**src/design/tmei_pkg.sv**
```systemverilog
// Shared types, opcode selector constants and immediate encoding functions.
package tmei_pkg;

  localparam int unsigned WordW = 32;
  localparam int unsigned PosW  = 5;

  localparam logic [WordW-1:0] SEL_MASK    = 32'h01f0_0000;
  localparam logic [WordW-1:0] SEL_ADD     = 32'h0100_0000;
  localparam logic [WordW-1:0] SEL_SUB     = 32'h01a0_0000;
  localparam logic [WordW-1:0] SEL_ORR_MOV = 32'h0040_0000;
  localparam logic [WordW-1:0] SEL_ORN_MVN = 32'h0060_0000;
  localparam logic [WordW-1:0] SEL_AND     = 32'h0000_0000;
  localparam logic [WordW-1:0] SEL_BIC     = 32'h0020_0000;
  localparam logic [WordW-1:0] RN_FIELD    = 32'h000f_0000;
  localparam logic [WordW-1:0] FLIP_ADDSUB = 32'h00a0_0000;
  localparam logic [WordW-1:0] FLIP_LOGIC  = 32'h0020_0000;

  localparam logic [3:0] PAT_LO  = 4'h1;
  localparam logic [3:0] PAT_HI  = 4'h2;
  localparam logic [3:0] PAT_ALL = 4'h3;

  typedef struct packed {
    logic [WordW-1:0] tmpl;
    logic [WordW-1:0] val;
    logic [WordW-1:0] alt_tmpl;
    logic [WordW-1:0] alt_val;
    logic             has_alt;
  } prep_t;

  typedef struct packed {
    logic [WordW-1:0] val;
    logic             is_byte;
    logic             pat_lo;
    logic             pat_hi;
    logic             pat_all;
    logic [PosW-1:0]  msb;
    logic [PosW-1:0]  lsb;
  } scan_t;

  typedef struct packed {
    logic [WordW-1:0] tmpl;
    logic [WordW-1:0] alt_tmpl;
    logic             has_alt;
    scan_t            dir;
    scan_t            alt;
  } scanned_t;

  typedef struct packed {
    logic             ok;
    logic [WordW-1:0] bits;
  } imm_t;

  typedef struct packed {
    logic [WordW-1:0] word;
    logic             fits;
    logic             used_alt;
  } result_t;

  // Pattern compares plus the highest and lowest set bit positions.
  function automatic scan_t scan_value(logic [WordW-1:0] v);
    scan_t s;
    s.val     = v;
    s.is_byte = (v[WordW-1:8] == '0);
    s.pat_lo  = (v == {8'h00, v[7:0], 8'h00, v[7:0]});
    s.pat_hi  = (v == {v[15:8], 8'h00, v[15:8], 8'h00});
    s.pat_all = (v == {4{v[7:0]}});
    s.msb     = '0;
    s.lsb     = '0;
    for (int i = 0; i < WordW; i++) begin
      if (v[i]) s.msb = PosW'(i);
    end
    for (int i = WordW - 1; i >= 0; i--) begin
      if (v[i]) s.lsb = PosW'(i);
    end
    return s;
  endfunction

  // Build i:imm3:a:imm8 from a scanned value; the rotated form needs all set
  // bits inside one byte whose top bit is the leading one.
  function automatic imm_t imm_fields(scan_t s);
    imm_t            r;
    logic [PosW-1:0] sh;
    logic [PosW-1:0] rot;
    logic [PosW-1:0] span;
    logic [WordW-1:0] shifted;
    sh      = s.msb - PosW'(7);
    rot     = PosW'(6'd39 - {1'b0, s.msb});
    span    = s.msb - s.lsb;
    shifted = s.val >> sh;
    r.ok    = 1'b1;
    priority if (s.is_byte) begin
      r.bits = s.val;
    end else if (s.pat_lo) begin
      r.bits = {16'h0, PAT_LO, 4'h0, s.val[7:0]};
    end else if (s.pat_hi) begin
      r.bits = {16'h0, PAT_HI, 4'h0, s.val[15:8]};
    end else if (s.pat_all) begin
      r.bits = {16'h0, PAT_ALL, 4'h0, s.val[7:0]};
    end else if (span <= PosW'(7)) begin
      r.bits = {5'h0, rot[4], 11'h0, rot[3:1], 4'h0, rot[0], shifted[6:0]};
    end else begin
      r.ok   = 1'b0;
      r.bits = '0;
    end
    return r;
  endfunction

endpackage

```
**src/design/thumb2_modified_immediate_encoder.sv**
```systemverilog
// Top level of the Thumb-2 modified immediate encoder pipeline.
//
// Input stream: one item per handshake carries an instruction template and a
// 32-bit constant. The block tries the constant as a plain byte, one of the
// three replicated-byte patterns or a rotated 8-bit value; failing that, it
// retries with the partner opcode (ADD/SUB with the negated constant,
// MOV/MVN and AND/BIC with the inverted constant).
// Output stream: one item per input item, in order: the encoded word in tdata
// (zero when nothing fits) and the fits / alternate flags in tuser.
// Pipeline: one register per stage (decode and negate, pattern and span scan,
// field build and select).
// Throughput: one item per cycle while the output is taken; every stage has its
// own valid bit and refills while a later stage is stalled.
// Stall: when the output is not taken, the item holds in the output stage and
// the stages behind it fill up; s_axis_tready drops only when all three hold
// an item. Nothing is dropped or repeated.
// Reset: all valid bits clear; the pipeline is empty and ready at once.
module thumb2_modified_immediate_encoder (
  input  logic        clk_i,
  input  logic        rst_ni,
  input  logic        s_axis_tvalid,
  output logic        s_axis_tready,
  input  logic [63:0] s_axis_tdata,   // [31:0] op_word, [63:32] constant
  output logic        m_axis_tvalid,
  input  logic        m_axis_tready,
  output logic [31:0] m_axis_tdata,   // [31:0] encoded_word
  output logic [1:0]  m_axis_tuser    // [0] fits, [1] used_alternate
);
  import tmei_pkg::*;

  logic     prep_valid, prep_ready;
  logic     scan_valid, scan_ready;
  prep_t    prep_data;
  scanned_t scan_data;
  result_t  res_data;

  tmei_prep u_prep (
    .clk_i      (clk_i),
    .rst_ni     (rst_ni),
    .valid_i    (s_axis_tvalid),
    .ready_o    (s_axis_tready),
    .op_word_i  (s_axis_tdata[31:0]),
    .constant_i (s_axis_tdata[63:32]),
    .valid_o    (prep_valid),
    .ready_i    (prep_ready),
    .data_o     (prep_data)
  );

  tmei_scan u_scan (
    .clk_i   (clk_i),
    .rst_ni  (rst_ni),
    .valid_i (prep_valid),
    .ready_o (prep_ready),
    .data_i  (prep_data),
    .valid_o (scan_valid),
    .ready_i (scan_ready),
    .data_o  (scan_data)
  );

  tmei_pack u_pack (
    .clk_i   (clk_i),
    .rst_ni  (rst_ni),
    .valid_i (scan_valid),
    .ready_o (scan_ready),
    .data_i  (scan_data),
    .valid_o (m_axis_tvalid),
    .ready_i (m_axis_tready),
    .data_o  (res_data)
  );

  assign m_axis_tdata = res_data.word;
  assign m_axis_tuser = {res_data.used_alt, res_data.fits};

`ifndef SYNTH
  a_full_when_blocked: assert property (@(posedge clk_i) disable iff (!rst_ni)
    !s_axis_tready |-> (prep_valid && scan_valid && m_axis_tvalid))
    else $error("input stalled with a bubble in the pipeline");

  a_drain_progress: assert property (@(posedge clk_i) disable iff (!rst_ni)
    (scan_valid && !m_axis_tvalid) |=> m_axis_tvalid)
    else $error("scanned item did not move to output");

  a_ready_on_take: assert property (@(posedge clk_i) disable iff (!rst_ni)
    m_axis_tready |-> s_axis_tready)
    else $error("input blocked while output drains");
`endif

endmodule

```
**src/design/tmei_prep.sv**
```systemverilog
// Stage 1: decode the opcode selector and form the alternate template and constant.
module tmei_prep (
  input  logic                       clk_i,
  input  logic                       rst_ni,
  input  logic                       valid_i,
  output logic                       ready_o,
  input  logic [tmei_pkg::WordW-1:0] op_word_i,
  input  logic [tmei_pkg::WordW-1:0] constant_i,
  output logic                       valid_o,
  input  logic                       ready_i,
  output tmei_pkg::prep_t            data_o
);
  import tmei_pkg::*;

  logic  valid_q;
  prep_t data_d, data_q;

  always_comb begin
    data_d          = '0;
    data_d.tmpl     = op_word_i;
    data_d.val      = constant_i;
    data_d.has_alt  = 1'b0;
    data_d.alt_tmpl = '0;
    data_d.alt_val  = '0;
    unique case (op_word_i & SEL_MASK)
      SEL_ADD, SEL_SUB: begin
        data_d.has_alt  = 1'b1;
        data_d.alt_tmpl = op_word_i ^ FLIP_ADDSUB;
        data_d.alt_val  = -constant_i;
      end
      SEL_ORR_MOV, SEL_ORN_MVN: begin
        // only MOV and MVN (Rn all ones) have a partner
        if ((op_word_i & RN_FIELD) == RN_FIELD) begin
          data_d.has_alt  = 1'b1;
          data_d.alt_tmpl = op_word_i ^ FLIP_LOGIC;
          data_d.alt_val  = ~constant_i;
        end
      end
      SEL_AND, SEL_BIC: begin
        data_d.has_alt  = 1'b1;
        data_d.alt_tmpl = op_word_i ^ FLIP_LOGIC;
        data_d.alt_val  = ~constant_i;
      end
      default: begin
        data_d.has_alt = 1'b0;
      end
    endcase
  end

  assign ready_o = !valid_q || ready_i;

  always_ff @(posedge clk_i or negedge rst_ni) begin
    if (!rst_ni) begin
      valid_q <= 1'b0;
    end else if (ready_o) begin
      valid_q <= valid_i;
    end
  end

  always_ff @(posedge clk_i) begin
    if (ready_o && valid_i) begin
      data_q <= data_d;
    end
  end

  assign valid_o = valid_q;
  assign data_o  = data_q;

endmodule

```
**src/design/tmei_scan.sv**
```systemverilog
// Stage 2: pattern compares and set-bit span search for both candidate constants.
module tmei_scan (
  input  logic               clk_i,
  input  logic               rst_ni,
  input  logic               valid_i,
  output logic               ready_o,
  input  tmei_pkg::prep_t    data_i,
  output logic               valid_o,
  input  logic               ready_i,
  output tmei_pkg::scanned_t data_o
);
  import tmei_pkg::*;

  logic     valid_q;
  scanned_t data_d, data_q;

  always_comb begin
    data_d.tmpl     = data_i.tmpl;
    data_d.alt_tmpl = data_i.alt_tmpl;
    data_d.has_alt  = data_i.has_alt;
    data_d.dir      = scan_value(data_i.val);
    data_d.alt      = scan_value(data_i.alt_val);
  end

  assign ready_o = !valid_q || ready_i;

  always_ff @(posedge clk_i or negedge rst_ni) begin
    if (!rst_ni) begin
      valid_q <= 1'b0;
    end else if (ready_o) begin
      valid_q <= valid_i;
    end
  end

  always_ff @(posedge clk_i) begin
    if (ready_o && valid_i) begin
      data_q <= data_d;
    end
  end

  assign valid_o = valid_q;
  assign data_o  = data_q;

endmodule

```
**src/design/tmei_pack.sv**
```systemverilog
// Stage 3: build immediate fields, pick direct or alternate, hold the output item.
module tmei_pack (
  input  logic               clk_i,
  input  logic               rst_ni,
  input  logic               valid_i,
  output logic               ready_o,
  input  tmei_pkg::scanned_t data_i,
  output logic               valid_o,
  input  logic               ready_i,
  output tmei_pkg::result_t  data_o
);
  import tmei_pkg::*;

  logic    valid_q;
  imm_t    dir_imm, alt_imm;
  result_t data_d, data_q;

  always_comb begin
    dir_imm = imm_fields(data_i.dir);
    alt_imm = imm_fields(data_i.alt);
    priority if (dir_imm.ok) begin
      data_d.word     = data_i.tmpl | dir_imm.bits;
      data_d.fits     = 1'b1;
      data_d.used_alt = 1'b0;
    end else if (data_i.has_alt && alt_imm.ok) begin
      data_d.word     = data_i.alt_tmpl | alt_imm.bits;
      data_d.fits     = 1'b1;
      data_d.used_alt = 1'b1;
    end else begin
      data_d.word     = '0;
      data_d.fits     = 1'b0;
      data_d.used_alt = 1'b0;
    end
  end

  assign ready_o = !valid_q || ready_i;

  always_ff @(posedge clk_i or negedge rst_ni) begin
    if (!rst_ni) begin
      valid_q <= 1'b0;
    end else if (ready_o) begin
      valid_q <= valid_i;
    end
  end

  always_ff @(posedge clk_i) begin
    if (ready_o && valid_i) begin
      data_q <= data_d;
    end
  end

  assign valid_o = valid_q;
  assign data_o  = data_q;

`ifndef SYNTH
  a_alt_needs_fit: assert property (@(posedge clk_i) disable iff (!rst_ni)
    valid_q |-> (!data_q.used_alt || data_q.fits))
    else $error("alternate flagged without a fit");

  a_nofit_zero: assert property (@(posedge clk_i) disable iff (!rst_ni)
    (valid_q && !data_q.fits) |-> (data_q.word == '0))
    else $error("word not cleared on a miss");

  a_load_on_accept: assert property (@(posedge clk_i) disable iff (!rst_ni)
    (ready_o && valid_i) |=> valid_q)
    else $error("accepted item lost in output stage");
`endif

endmodule
```
**config.mk**
```make
export PLATFORM = sky130hd
export DESIGN_NAME = thumb2_modified_immediate_encoder
export DESIGN_NICKNAME = d
export VERILOG_FILES = /design/src/design/tmei_pkg.sv /design/src/design/thumb2_modified_immediate_encoder.sv /design/src/design/tmei_prep.sv /design/src/design/tmei_scan.sv /design/src/design/tmei_pack.sv
export SDC_FILE = /design/constraint.sdc
export NUM_CORES = 1
export LEC_CHECK = 0
export BUFFER_PORTS_ARGS = -buffer_cell sky130_fd_sc_hd__buf_2
export CAP_MARGIN = 0
export CELL_PAD_IN_SITES_DETAIL_PLACEMENT = 1
export CELL_PAD_IN_SITES_GLOBAL_PLACEMENT = 2
export CORE_AREA = 2 2 234 178
export DETAILED_ROUTE_END_ITERATION = 12
export DIE_AREA = 0 0 236 180
export GPL_TIMING_DRIVEN = 0
export PLACE_DENSITY = 0.9
export SLEW_MARGIN = 40
export SYNTH_ARGS = -nofsm -noshare
export SYNTH_HDL_FRONTEND = slang
export SYNTH_SLANG_ARGS = --single-unit
```
**constraint.sdc**
```tcl
create_clock -name clk_i -period 6.2 [get_ports clk_i]
set_clock_uncertainty 0.15 [all_clocks]
set_input_delay 0.62 -clock clk_i [delete_from_list [all_inputs] [get_ports clk_i]]
set_output_delay 0.62 -clock clk_i [all_outputs]
set_load 0.01 [all_outputs]
```
-- After elaboration in Yosys (flattened, before gate mapping)
Cells that the tools add are included.
- bits in registers: 323
- bits in latches: 0
- RAM bits: 0
- bits in read-only memories: 0
- input bits: 68
- output and inout bits: 36
- logic and storage cells: 252
- memories kept: 0
- add/subtract/negate cells: 7
- multiply operators: 0
- divide/modulo/power cells: 0
- $lt $le $gt $ge: 2
- equality and inequality tests: 12
- shift operators: 2
- mux-type cells: 147
- bitwise logic cells: 5
- reductions and logical operators: 33
- operators by type and width (cell ; number):
    $mux 32 ; 8
    $mux 5 ; 46
    $pmux 64 s3 ; 1
    $mux 4 ; 40
    $eq 24x24->1 ; 4
    $mux 34 ; 2
    $mux 65 ; 1
    $or 32x32->32 ; 2
    $reduce_or 16->1 ; 4
    $shr 32x5->7 ; 2
    $mux 3 ; 20
    $mux 27 ; 2
    $eq 24x16->1 ; 2
    $logic_not 24->1 ; 2
    $logic_not 32->1 ; 1
    $neg 32->32 ; 1
    $not 32->32 ; 1
    $reduce_or 8->1 ; 4
    $mux 2 ; 10
    $reduce_or 4->1 ; 5
    $mux 1 ; 16
    $reduce_or 2->1 ; 7
    $eq 5x3->1 const B ; 2
    $eq 5x5->1 const B ; 2
    12 further kinds ; 23

-- Longest topological paths before layout
Gate-level depths: netlist (run 1).
- depth after elaboration: 31
- mapped depth: 15
- gate-level depth less buffers: 11

-- Cells and area by module
A second synthesis (run 1) with hierarchy kept.
- cell total of the unflattened synthesis: 1483
- area total of the unflattened synthesis: 17416.7 um2
- modules (own cells, without submodules) (module ; times used ; cells each ; area an instance (um2) ; seq. area each (um2)):
    tmei_scan ; 1 ; 502 ; 6810.3 ; 4739.5
    tmei_prep ; 1 ; 366 ; 5313.8 ; 3898.7
    tmei_pack ; 1 ; 615 ; 5292.6 ; 1046.0

-- Least setup slack after synthesis (run 1)
OpenSTA, ideal clock, no wires.
- kind: input-to-reg
- start: in m_axis_tready
- end: reg u_scan.data_q, in the netlist u_scan.data_o[0] (enable)
- setup time: 0.535 ns
- arrival time: 4.317 ns
- required time: 5.515 ns
- slack: 1.198 ns
- cell stages on the path: 3
- buffers on the path: 0
- cells stage by stage: nor2b_1 -> nand2_1 -> and2_1
- cells in the longest elaborated chain, start to end: 3
- ends and longest elaborated chain (item ; RTL line ; text):
    start: declaration ; thumb2_modified_immediate_encoder.sv:25 ; input logic m_axis_tready,
    $logic_or 1x1->1 ; tmei_pack.sv:36 ; assign ready_o = !valid_q || ready_i;
    $logic_or 1x1->1 ; tmei_scan.sv:25 ; assign ready_o = !valid_q || ready_i;
    $logic_and 1x1->1 ; tmei_scan.sv:36 ; if (ready_o && valid_i) begin
    end signal: assignment ; tmei_scan.sv:37 ; data_q <= data_d;
    end: declaration ; tmei_scan.sv:15 ; scanned_t data_d, data_q;
Every way passes these cells.
A chain may end at the register's enable or synchronous reset.

==> results of run 1 <==
-- registers in the layout, summed over array words and instances, names as in the netlist --
signal / cells
u_prep.data_o: 129
u_pack.valid_o: 1
u_scan.data_o: 157
u_pack.data_o: 34
u_prep.valid_o: 1
u_scan.valid_o: 1
-- per-layer routing --
metal  share of wire [%]  GRT usage [%]  up-vias
met1                  43           41.1     6835
met2                  45           44.4      753
met4                 3.2           8.31        0
met3                 9.4           4.45      137
li1                    -              -     5856
met5                   0              0        -
-- final cells by class --
| cell class | instances | area share [%] |
|---|---|---|
| Timing Repair Buffer | 112 | 3.63 |
| Antenna cell | 1 | 0.0131 |
| Tap cell | 528 | 3.46 |
| Buffer | 93 | 2.07 |
| Multi-Input combinational cell | 996 | 33.7 |
| Clock buffer | 41 | 4.70 |
| Sequential cell | 323 | 50.7 |
| Inverter | 48 | 0.943 |
| Clock inverter | 19 | 0.734 |
-- metrics by stage --
| stage | std cells | setup TNS (ns) |
|---|---|---|
| 2_1_floorplan | 1460 | 0 |
| 3_3_place_gp | 2091 | -62.15 |
| 3_5_place_dp | 2099 | 0 |
| 4_1_cts | 2160 | 0 |
| 5_1_grt | 2160 | 0 |
| 6_report | 2161 | 0 |
-- path summary, 6_finish.rpt --
path	from	endpoint	depth (start not counted)
worst max-delay path	u_scan.data_o[5]$_SDFFCE_PP1P_	u_pack.data_o[3]$_DFFE_PP_	14
worst min-delay path	s_axis_tdata[4]	u_prep.data_o[101]$_DFFE_PP_	1
worst max register to register	u_scan.data_o[5]$_SDFFCE_PP1P_	u_pack.data_o[3]$_DFFE_PP_	14
worst min register to register	u_prep.data_o[125]$_DFFE_PP_	u_scan.data_o[153]$_DFFE_PP_	0
max in group asynchronous	rst_ni	u_scan.valid_o$_DFFE_PN0P_	2
min in group asynchronous	rst_ni	u_pack.valid_o$_DFFE_PN0P_	2
-- critical path, delay by kind of cell (launching register included) --
kind                       cells  cell delay, ns
and+or+nand+nor                3            1.40
AOI/OAI and AO/OA              4            1.11
buffers and inverters          5            0.76
adders and majority gates      2            0.55
DFF                            1            0.39
-- layout by cell type, fill, tap and decap left out, types with 46 or more instances in the layout --
master / count
edfxtp_1: 320
clkbuf_1: 76
inv_1: 46
mux2i_1: 59
nor3_1: 58
nand2_1: 119
a21oi_1: 136
buf_2: 115
o21ai_0: 77
nor2_1: 94
-- power by group through the flow --
stage / Clock [mW] / Sequential, mW / Combinational, mW
after floorplan: 0 / 2.80 / 0.607
final: 1.97 / 2.84 / 1.01
after detailed placement: 0 / 2.87 / 0.981
after global placement: 0 / 2.89 / 0.920
after CTS: 1.99 / 2.83 / 0.988
after global routing: 2.07 / 2.84 / 1.08
-- cell families after synthesis --
group / synth area share (%)
AND/OR/NAND/NOR: 14.8
AO/OA/AOI/OAI: 13.1
flip-flops: 58.1
buffers and inverters: 3.45
multiplexers: 6.85
XOR/XNOR: 2.68
adder cells (fa/ha/maj): 1.07
other: 0.0225
==> metrics.yaml, run 1 <==
drt_iter0_markers: 1755
r2r_setup_slack_ns: 1.68
wl_per_cell_um: 28.2
cp_max_fo: 10
cts_sinks: 323
hold_buffers: 1
die_h_um: 180
grt_overflow: 0
ant_nets: 0
fillCellCount: 4340
power.total_mw: 5.81
place_congestion: 0.926
intPower_mw: 4.08
syn_avg_cell_area_um2: 11.4
finalCriticalPeriod_ns: 4.52
power_switching_mw: 1.73
cts_max_level: 2
synth_area_leaders: "edfxtp_1, a21oi_1, mux2i_1, nand2_1, o21ai_0"
vias_per_cell: 6.28
num_io_pins: 104
clockBufferDepth: 3
critPathRequiredTime_ns: 6.45
max-cap-violations: 0
synth_flop_cell: "edfxtp_1"
fin_nets: 1689
dpl_worst_slack_ns: 1.77
synth_edf_count: 320
worst_pin_slew_ns: 0.828
critPathMaxStageDelay_ns: 0.68
critPathSlowestCell: "nor2b_1"
fin_hold_ws_ns: 0.134
yosys.area.top_type: "edfxtp_1"
cts_root_buf: "clkbuf_16"
routed_wl_mm: 61.0
p_clk_share_pct: 33.9
layout-drive-gt1-share_pct: 13.6
ir_drop_mv: 0.177
numCtsBuffers: 34
syn_inst: 1460
postLayoutCoreUtil_pct: 47.4
critPathKind: "reg2reg"
async_flop_share_pct: 0.929
synth_top_area_share_pct: 57.6
hold_viol: 0
worstPathArrival_ns: 4.77
slew_viol_final: 0
ys_types: 73
portBuffers: 103
syn_to_final_growth_pct: 14.5
tritoncts: "yes"
cts-resized-gates: 0
die_area_mm2: 0.0425
rsz0062_at_grt: "false"
regArea_mm2: 0.00968
multi_input_area_mm2: 0.00645
start_kind: "flop"
ys_seq_area_share_pct: 58.1
p_leak_nw: 6.70
status: "finished, final reports clean"
hp-class: "in2reg"
clock.fmax_mhz: 221
grt_pass1_vias: 13500
power_density_mw_per_mm2: 304
post_cts_buffers: 0
swShare_pct: 29.8
seq_power_share_pct: 48.8
post-route-period-util_pct: 72.9
yosysMostFrequentCell: "edfxtp_1"
placed_area_mm2: 0.0180
yosys_warnings: 0
drt-pass1-iter-count: 6
drc: 0
grt_usage_pct: 28.4
antenna_found_initial: 1
setup_violations: 0
fp.dieW_um: 236
hpwl_mm: 46.5
coreArea_mm2: 0.0403
ys_ff_latch: 323
power_frac_comb_pct: 17.3
grt_pass1_wl_mm: 89.8
num_vias: 13600
slew_headroom_pct: 44.3
final_area_mm2: 0.0191
start_util_pct: 41.4
synth_common_cells: "edfxtp_1, a21oi_1, nand2_1"
grt_max_degree: 45
worstPathCellList: "buf_4, buf_4, buf_2, inv_1, ha_1, inv_1, fa_1, nand3_1, a21oi_1, nor4b_4, nor2b_1, o2111ai_1, a31oi_1, a31o_2"
clkSlewWorstSetupHoldPaths_ns: 0.06
synth_nets: 1541
num_rows: 64
endpoint_kind: "flop"
fin_ws_ns: 1.68
clk_latency_ns: 0.54
synth.cell_area_mm2: 0.0167
Power figures use the tool's default switching activity.
==> inputs of run 2 (changes only) <==
--- a/config.mk
+++ b/config.mk
@@ -9,11 +9,11 @@
 export CAP_MARGIN = 0
 export CELL_PAD_IN_SITES_DETAIL_PLACEMENT = 1
 export CELL_PAD_IN_SITES_GLOBAL_PLACEMENT = 2
-export CORE_AREA = 2 2 234 178
+export CORE_AREA = 2 2 245 187
 export DETAILED_ROUTE_END_ITERATION = 12
-export DIE_AREA = 0 0 236 180
+export DIE_AREA = 0 0 247 189
 export GPL_TIMING_DRIVEN = 0
-export PLACE_DENSITY = 0.9
+export PLACE_DENSITY = 0.87
 export SLEW_MARGIN = 40
 export SYNTH_ARGS = -nofsm -noshare
 export SYNTH_HDL_FRONTEND = slang
==> constraint.sdc (replaced) <==
create_clock -name clk_i -period 3.9 [get_ports clk_i]
set_clock_uncertainty 0.15 [all_clocks]
set_input_delay 0.39 -clock clk_i [delete_from_list [all_inputs] [get_ports clk_i]]
set_output_delay 0.39 -clock clk_i [all_outputs]
set_load 0.01 [all_outputs]
==> metrics.yaml, run 2 (same netlist as run 1, synthesis figures left out) <==
p_clk_share_pct: 35.9
swShare_pct: 28.2
hpwl_mm: 45.9
post-route-period-util_pct: 95.6
p_leak_nw: 7.04
syn_to_final_growth_pct: 19.5
drt-pass1-iter-count: 5
grt_pass1_wl_mm: 90.7
worst_pin_slew_ns: 0.805
grt_overflow: 0
die_area_mm2: 0.0467
num_io_pins: 104
power.total_mw: 9.62
diodes: 0
fin_hold_ws_ns: 0.0154
drt_iter0_markers: 1542
worstPathArrival_ns: 3.83
grt_max_degree: 47
grt_pass1_vias: 13800
drc: 0
routed_wl_mm: 61.4
endpoint_kind: "flop"
max-cap-violations: 0
start_util_pct: 37.7
critPathKind: "reg2reg"
place_congestion: 0.918
critPathRequiredTime_ns: 4.00
die_h_um: 189
start_kind: "flop"
hold_viol: 0
tritoncts: "yes"
slew_headroom_pct: 46.3
intPower_mw: 6.91
clkSlewWorstSetupHoldPaths_ns: 0.06
seq_power_share_pct: 46.9
worstPathCellList: "buf_2, clkbuf_4, buf_4, inv_1, ha_1, inv_1, fa_1, nand3_1, a21oi_1, nor4b_4, buf_4, nand2b_4, or2_4, buf_4, o32ai_1, or3_1"
final_common_cell: "edfxtp_1"
finalCriticalPeriod_ns: 3.73
ant_nets: 0
fin_nets: 1748
wl_per_cell_um: 27.0
cp_common_cell: "buf_4"
cts_sinks: 323
clk_latency_ns: 0.53
layout_common_cells: "edfxtp_1, a21oi_1, nand2_1"
power_switching_mw: 2.71
num_vias: 13700
cts_root_buf: "clkbuf_16"
grt_usage_pct: 26.3
power_frac_comb_pct: 17.2
coreArea_mm2: 0.0442
numCtsBuffers: 34
fillCellCount: 4758
critPathMaxStageDelay_ns: 0.40
clock.fmax_mhz: 268
clockBufferDepth: 3
hp-class: "in2reg"
cp_max_fo: 10
setup_violations: 0
num_rows: 67
status: "finished, final reports clean"
layout-drive-gt1-share_pct: 14.5
ir_drop_mv: 0.306
slew_viol_final: 0
critPathSlowestCell: "edfxtp_1"
antenna_found_initial: 2
cts_max_level: 2
power_density_mw_per_mm2: 483
largest_reg_flops: 157
fp.dieW_um: 247
vias_per_cell: 6.01
portBuffers: 103
[run 2: changes by cell type in the layout (fill, tap and decap cells not counted), moves of 4 or more]
cell / delta
dlygate4sd3_1: +57
bufinv_16: +6
o21ai_0: -5
o21ai_1: +4
buf_2: -4
clkinv_1: -6
clkbuf_1: -7
buf_4: +7
clkbuf_2: +6
[run 2: path summary, 6_finish.rpt]
kind	startpoint	to	slack, ns	cells past startpoint
max	u_scan.data_o[51]$_SDFFCE_PP1P_	u_pack.data_o[7]$_DFFE_PP_	0.17	16
min	m_axis_tready	u_pack.valid_o$_DFFE_PN0P_	0.02	3
max reg2reg	u_scan.data_o[51]$_SDFFCE_PP1P_	u_pack.data_o[7]$_DFFE_PP_	0.17	16
min reg2reg	u_prep.data_o[113]$_DFFE_PP_	u_scan.data_o[141]$_DFFE_PP_	0.26	0
max in group asynchronous	rst_ni	u_scan.valid_o$_DFFE_PN0P_	3.45	2
min in group asynchronous	rst_ni	u_pack.valid_o$_DFFE_PN0P_	0.04	2
[run 2: worst max-delay path: cells and delay by family (launching register included)]
| family | cells | cell delay [ns] |
|---|---|---|
| and+or+nand+nor | 5 | 1.02 |
| adders and majority gates | 2 | 0.51 |
| AOI/OAI and AO/OA | 2 | 0.21 |
| DFF | 1 | 0.40 |
| buffers and inverters | 7 | 1.15 |
[run 2: cell type report]
cell class,instances,area [um^2],area share [%]
Buffer,92,405,2.03
Clock buffer,40,895,4.49
Clock inverter,17,273,1.37
Inverter,48,180,0.904
Multi-Input combinational cell,996,6500,32.6
Sequential cell,323,9680,48.6
Tap cell,586,733,3.68
Timing Repair Buffer,172,1250,6.29
[run 2: layer usage]
layer / vias to the layer above / wire length, um / track usage [%]
li1: 5947 / - / -
met1: 6882 / 27000 / 39.2
met2: 726 / 26600 / 39.3
met3: 104 / 6050 / 4.68
met4: 2 / 1730 / 7.34
met5: - / 13 / 0
[run 2: power by group through the flow]
stage                     clock, mW  sequential [mW]  combinational, mW
after floorplan                   0             4.43              0.966
after global placement            0             4.57               1.47
after detailed placement          0             4.56               1.54
after CTS                      3.50             4.49               1.61
after global routing           3.61             4.52               1.79
final                          3.45             4.51               1.66
[run 2: per-stage QoR]
| step | util (%) | setup slack (ns) | instance area [um^2] | setup TNS, ns | cells |
|---|---|---|---|---|---|
| floorplan | - | 0.547 | 16700 | 0 | 1460 |
| global placement | 40.6 | -0.371 | 17900 | -3.03 | 2149 |
| detailed placement | 40.9 | -0.359 | 18100 | -4.46 | 2155 |
| CTS | 45.0 | 0.0216 | 19900 | 0 | 2274 |
| global route | 45.1 | -0.0173 | 19900 | -0.0173 | 2274 |
| finish | 45.1 | 0.172 | 19900 | 0 | 2274 |
[run 2: repair_timing]
| action | in CTS | in global routing |
|---|---|---|
| gates resized for setup | 12 | 18 |
| setup buffers | 4 | 1 |
| hold buffers | 58 | 0 |
| setup endpoints to repair | 29 | 24 |
| hold endpoints to repair | 60 | 0 |
| pin swaps | 2 | 2 |
